<file path="config.mk">
export PLATFORM = sky130hd
export DESIGN_NAME = tpg_rsp_fifo
export DESIGN_NICKNAME = d
export VERILOG_FILES = /design/src/design/turtle_plotter_grid_unit_assert.svh /design/src/design/tpg_pkg.sv /design/src/design/tpg_rsp_fifo.sv
export SDC_FILE = /design/constraint.sdc
export NUM_CORES = 1
export LEC_CHECK = 0
export BUFFER_PORTS_ARGS = -buffer_cell sky130_fd_sc_hd__buf_4
export CORE_UTILIZATION = 54
export CTS_BUF_LIST = sky130_fd_sc_hd__clkbuf_4
export CTS_CLUSTER_SIZE = 30
export DETAILED_ROUTE_END_ITERATION = 10
export GPL_TIMING_DRIVEN = 0
export PLACE_DENSITY = 0.85
export RECOVER_POWER = 50
export SLEW_MARGIN = 20
export SYNTH_ARGS = -nofsm -noshare
export SYNTH_HDL_FRONTEND = slang
export SYNTH_SLANG_ARGS = --single-unit
</file>
<file path="constraint.sdc">
create_clock -name clock -period 7.55 [get_ports clock]
set_input_delay 1.8875 -clock clock [delete_from_list [all_inputs] [get_ports clock]]
set_output_delay 1.8875 -clock clock [all_outputs]
set_load 0.005 [all_outputs]
</file>
<file path="src/design/turtle_plotter_grid_unit_assert.svh">
// assertion macros for the turtle plotter grid unit
// included by the top level only; empty bodies when SYNTHESIS is defined
`ifndef TURTLE_PLOTTER_GRID_UNIT_ASSERT_SVH
`define TURTLE_PLOTTER_GRID_UNIT_ASSERT_SVH
`ifndef SYNTHESIS
// same-cycle implication check
`define TPG_ASSERT_IMPLY(lbl, clk, rst, ante, cons) \
   lbl: assert property (@(posedge clk) disable iff (rst) (ante) |-> (cons)) \
      else $error("tpg: same-cycle check failed");
// next-cycle implication check
`define TPG_ASSERT_NEXT(lbl, clk, rst, ante, cons) \
   lbl: assert property (@(posedge clk) disable iff (rst) (ante) |=> (cons)) \
      else $error("tpg: next-cycle check failed");
`else
`define TPG_ASSERT_IMPLY(lbl, clk, rst, ante, cons)
`define TPG_ASSERT_NEXT(lbl, clk, rst, ante, cons)
`endif
`endif

</file>
<file path="src/design/tpg_pkg.sv">
// shared types, codes and widths of the turtle plotter grid unit
// no dependencies
`default_nettype none
package tpg_pkg;

   localparam int GRID_DEF    = 64;
   localparam int COORD_W     = 6;
   localparam int CNT_W       = COORD_W + 1;
   localparam int ROW_W       = 64;
   localparam int CSR_IDX_W   = 1;
   localparam int REQ_TDATA_W = 16;
   localparam int RSP_TDATA_W = 88;
   localparam int RSP_PAD_W   = 3;

   localparam logic [COORD_W-1:0] START_RESET = 6'd12;

   // commands
   localparam logic [2:0] CMD_PEN_UP   = 3'd0;
   localparam logic [2:0] CMD_PEN_DOWN = 3'd1;
   localparam logic [2:0] CMD_TURN_R   = 3'd2;
   localparam logic [2:0] CMD_TURN_L   = 3'd3;
   localparam logic [2:0] CMD_MOVE     = 3'd4;
   localparam logic [2:0] CMD_PRINT    = 3'd5;

   // headings
   localparam logic [1:0] HEAD_DOWN  = 2'd0;
   localparam logic [1:0] HEAD_RIGHT = 2'd1;
   localparam logic [1:0] HEAD_UP    = 2'd2;
   localparam logic [1:0] HEAD_LEFT  = 2'd3;
   localparam logic [1:0] TURN_R_INC = 2'd1;
   localparam logic [1:0] TURN_L_INC = 2'd3;

   // result kinds
   localparam logic KIND_STATUS = 1'b0;
   localparam logic KIND_ROW    = 1'b1;

   // register indexes
   localparam logic [CSR_IDX_W-1:0] CSR_START_X = 1'b0;
   localparam logic [CSR_IDX_W-1:0] CSR_START_Y = 1'b1;

   typedef struct packed {
      logic               kind;
      logic [COORD_W-1:0] row_index;
      logic [ROW_W-1:0]   row_bits;
      logic [COORD_W-1:0] pos_x;
      logic [COORD_W-1:0] pos_y;
      logic [1:0]         heading;
      logic               pen_is_down;
      logic               last;
   } rsp_type;

   typedef struct packed {
      logic               rd_en;
      logic [COORD_W-1:0] rd_row;
      logic               wr_en;
      logic [COORD_W-1:0] wr_row;
   } mem_ctl_type;

   typedef struct packed {
      logic [1:0] occ;
      logic       can_push;
   } fifo_stat_type;

endpackage
`default_nettype wire

</file>
<file path="src/design/tpg_rsp_fifo.sv">
// two-entry result queue in front of the result channel
// depends on tpg_pkg
`default_nettype none
module tpg_rsp_fifo (
   input  wire logic                   clock,
   input  wire logic                   reset,
   input  wire logic                   push,
   input  wire tpg_pkg::rsp_type       push_data,
   input  wire logic                   take,
   output logic                        out_valid,
   output tpg_pkg::rsp_type            out_data,
   output tpg_pkg::fifo_stat_type      stat
);
   tpg_pkg::rsp_type entry_ff [2];
   logic       wp_ff;
   logic       wp_in;
   logic       rp_ff;
   logic       rp_in;
   logic [1:0] cnt_ff;
   logic [1:0] cnt_in;
   logic       pop;

   assign out_valid     = (cnt_ff != 2'd0);
   assign out_data      = entry_ff[rp_ff];
   assign pop           = out_valid & take;
   assign stat.occ      = cnt_ff;
   assign stat.can_push = (cnt_ff != 2'd2) | pop;

   always_comb begin
      wp_in  = push ? ~wp_ff : wp_ff;
      rp_in  = pop ? ~rp_ff : rp_ff;
      cnt_in = cnt_ff + {1'b0, push} - {1'b0, pop};
   end

   always_ff @(posedge clock) begin
      if (push) begin
         entry_ff[wp_ff] <= push_data;
      end
   end

   always_ff @(posedge clock) begin
      if (reset) begin
         wp_ff  <= 1'b0;
         rp_ff  <= 1'b0;
         cnt_ff <= 2'd0;
      end else begin
         wp_ff  <= wp_in;
         rp_ff  <= rp_in;
         cnt_ff <= cnt_in;
      end
   end

endmodule
`default_nettype wire

</file>
==> qor.csv <==
metric,value,unit
maximum clock rate,0.234,GHz
Worst-Margin Slew,2.83,ns
Power Density,262,nW/um^2
Fin. Hold Viols,0,
VDD IR max,0.185,mV
commonest cells in the netlist,"edfxtp_1, mux2_2, mux2_4",
Multi-input gate area,1230,um^2
Rows,40,
worst skew pair latency,0.56,ns
Pleak,3.23,nW
CTS tree,yes,
Final Non-Filler Cells,660,
Worst EP arrival,4.52,ns
Syn-to-layout area delta,28.1,%
Final Setup Violations,0,
Vias/cell,5.08,
Mapped Area,6640,um^2
worst min path class,reg2reg,
crit path time final,4.28,ns
CTS root buffer,clkbuf_4,
startpoint types,input port,
smallest hold slack,0.633,ns
"area leader, netlist",edfxtp_1,
Post-synth top flop,edfxtp_1,
Pre-antenna DRT Iters,4,
Synth Net Count,388,
synthesized flop and latch total,179,
vias after detailed routing,3355,
Tcrit/Tclk final,0.566,
fin area,8510,um^2
Seq. cell area,5330,um^2
number of global-route vias before repair,3554,
Worst R2R Start,wp_ff,
CP Launch Point,push,
CP max FO,48,
ratio of cells with drive above 1 in the final layout,0.579,
cts hold-fix bufs,0,
most numerous cell in the Yosys netlist,edfxtp_1,
Slew HR,-0.890,
drt initial violations,176,
Post-Place Cell Area,8330,um^2
crit path kind,in2reg,
die width,113,um
cells after synthesis,295,
DRC,0,
first-pass GRT wire length,17200,um
synth top area cells,"edfxtp_1, mux2_2, mux2_4, dfxtp_1, buf_6",
Core ar.,12000,um^2
Routed WL,11200,um
Worst Path Required,7.79,ns
Hold Startpoint,wp_ff,
Post-synth EDFFs,174,
clock-pin slew on the worst setup and hold paths,0.12,ns
MaxCap Viol Count,2,
max-slew violations,53,
Die H,113,um
final core utilization,0.708,
die area,12800,um^2
sequential-to-total area share from yosys stat,0.802,
# resized after CTS,0,
Clock Tree Buf Depth,2,
Place WS,3.37,ns
GPL Wtd Cong,0.685,
unrepaired setup endpoints after global routing,no,
status,"finished, violations left",
Synth top area share,0.786,
largest net degree at the start of global routing,49,
IO Pins,182,
failing checks,"capacitance limit, slew limit",
# fillers,820,
# port buffers,181,
initial antenna violation count,0,
skew final,0.0100,ns
all-layer global routing usage,0.185,
Synth cell types,16,
total gr overflow,0,
asr flop ratio synth,0,
Initial Utilization,0.553,
CP endpoint kind,flop,
Mean Syn Cell Area,22.5,um^2
Setup Buffers After CTS,0,
wire length per cell,16.9,um
TritonCTS Buffers,17,
YS warnings,0,
DP Wirelength,7830,um
Placed Cells,628,
CTS sink cnt,179,
Layout Nets,593,
diode count,0,
DRT antenna net count,0,
htree depth,4,
worst setup margin,3.27,ns
[per-layer routing]
metal / GRT usage / up-vias / share of wire
li1: - / 1585 / -
met1: 0.206 / 1623 / 0.39
met2: 0.315 / 127 / 0.51
met3: 0.0739 / 20 / 0.084
met4: 0.0851 / 0 / 0.018
met5: 0 / - / 0
[cells in the final DEF, fill, tap and decap left out, types with 2 or more instances in the layout]
cell type and n:
edfxtp_1 174, buf_2 5, buf_6 5, dfxtp_1 5, clkinv_2 6, buf_4 92
buf_16 4, ha_1 2, mux2_4 30, clkbuf_1 18, clkbuf_4 90, clkinv_1 3
nor2_1 3, inv_1 3, nor2b_1 3, mux2_2 59, bufinv_16 2
[final timing paths]
kind	to	slack, ns	cells after the start
worst min register to register	wp_ff	0.63	2
worst max-delay path	entry_ff[1][23]	3.27	3
worst min-delay path	wp_ff	0.63	2
worst max register to register	entry_ff[1][23]	4.39	2
[area by class of cell]
cell class,instances,area share
plain buffers,10,0.00956
clock buffers,19,0.0168
clock inverters,13,0.0138
inverters,3,0.00132
multi-input cells,103,0.144
flip-flops and latches,179,0.626
well taps,147,0.0216
repair buffers,186,0.167
[power by group]
| group | leakage, nW | internal [mW] | switching [mW] |
|---|---|---|---|
| combinational | 1.40 | 0.343 | 0.215 |
| clock | 0.148 | 0.197 | 0.293 |
| sequential | 1.67 | 1.16 | 0.0213 |
| total | 3.23 | 1.70 | 0.529 |
[stage by stage]
stage | setup TNS (ns) | total power, mW
after floorplan | 0 | 1.51
after global placement | -73.01 | 1.76
after detailed placement | 0 | 1.78
after CTS | 0 | 2.26
after global routing | 0 | 2.33
final | 0 | 2.23
[worst max-delay path: stages]
cell and delay, ns:
clkbuf_1 0.18, and2_0 2.08, buf_16 0.30
[logic make-up after synthesis]
logic type | share of synthesized area
simple gates | 0.00716
xor+xnor | 0.00471
compound gates | 0.00113
flops | 0.802
fa+ha+maj | 0.00377
mux | 0.168
buf+inv | 0.0139
[sequential cells by signal, indices dropped and copies added (netlist names), named ones only]
signal	flops
cnt_ff	2
entry_ff	174
rp_ff	1
wp_ff	1
(Power assumes the default switching activity.)
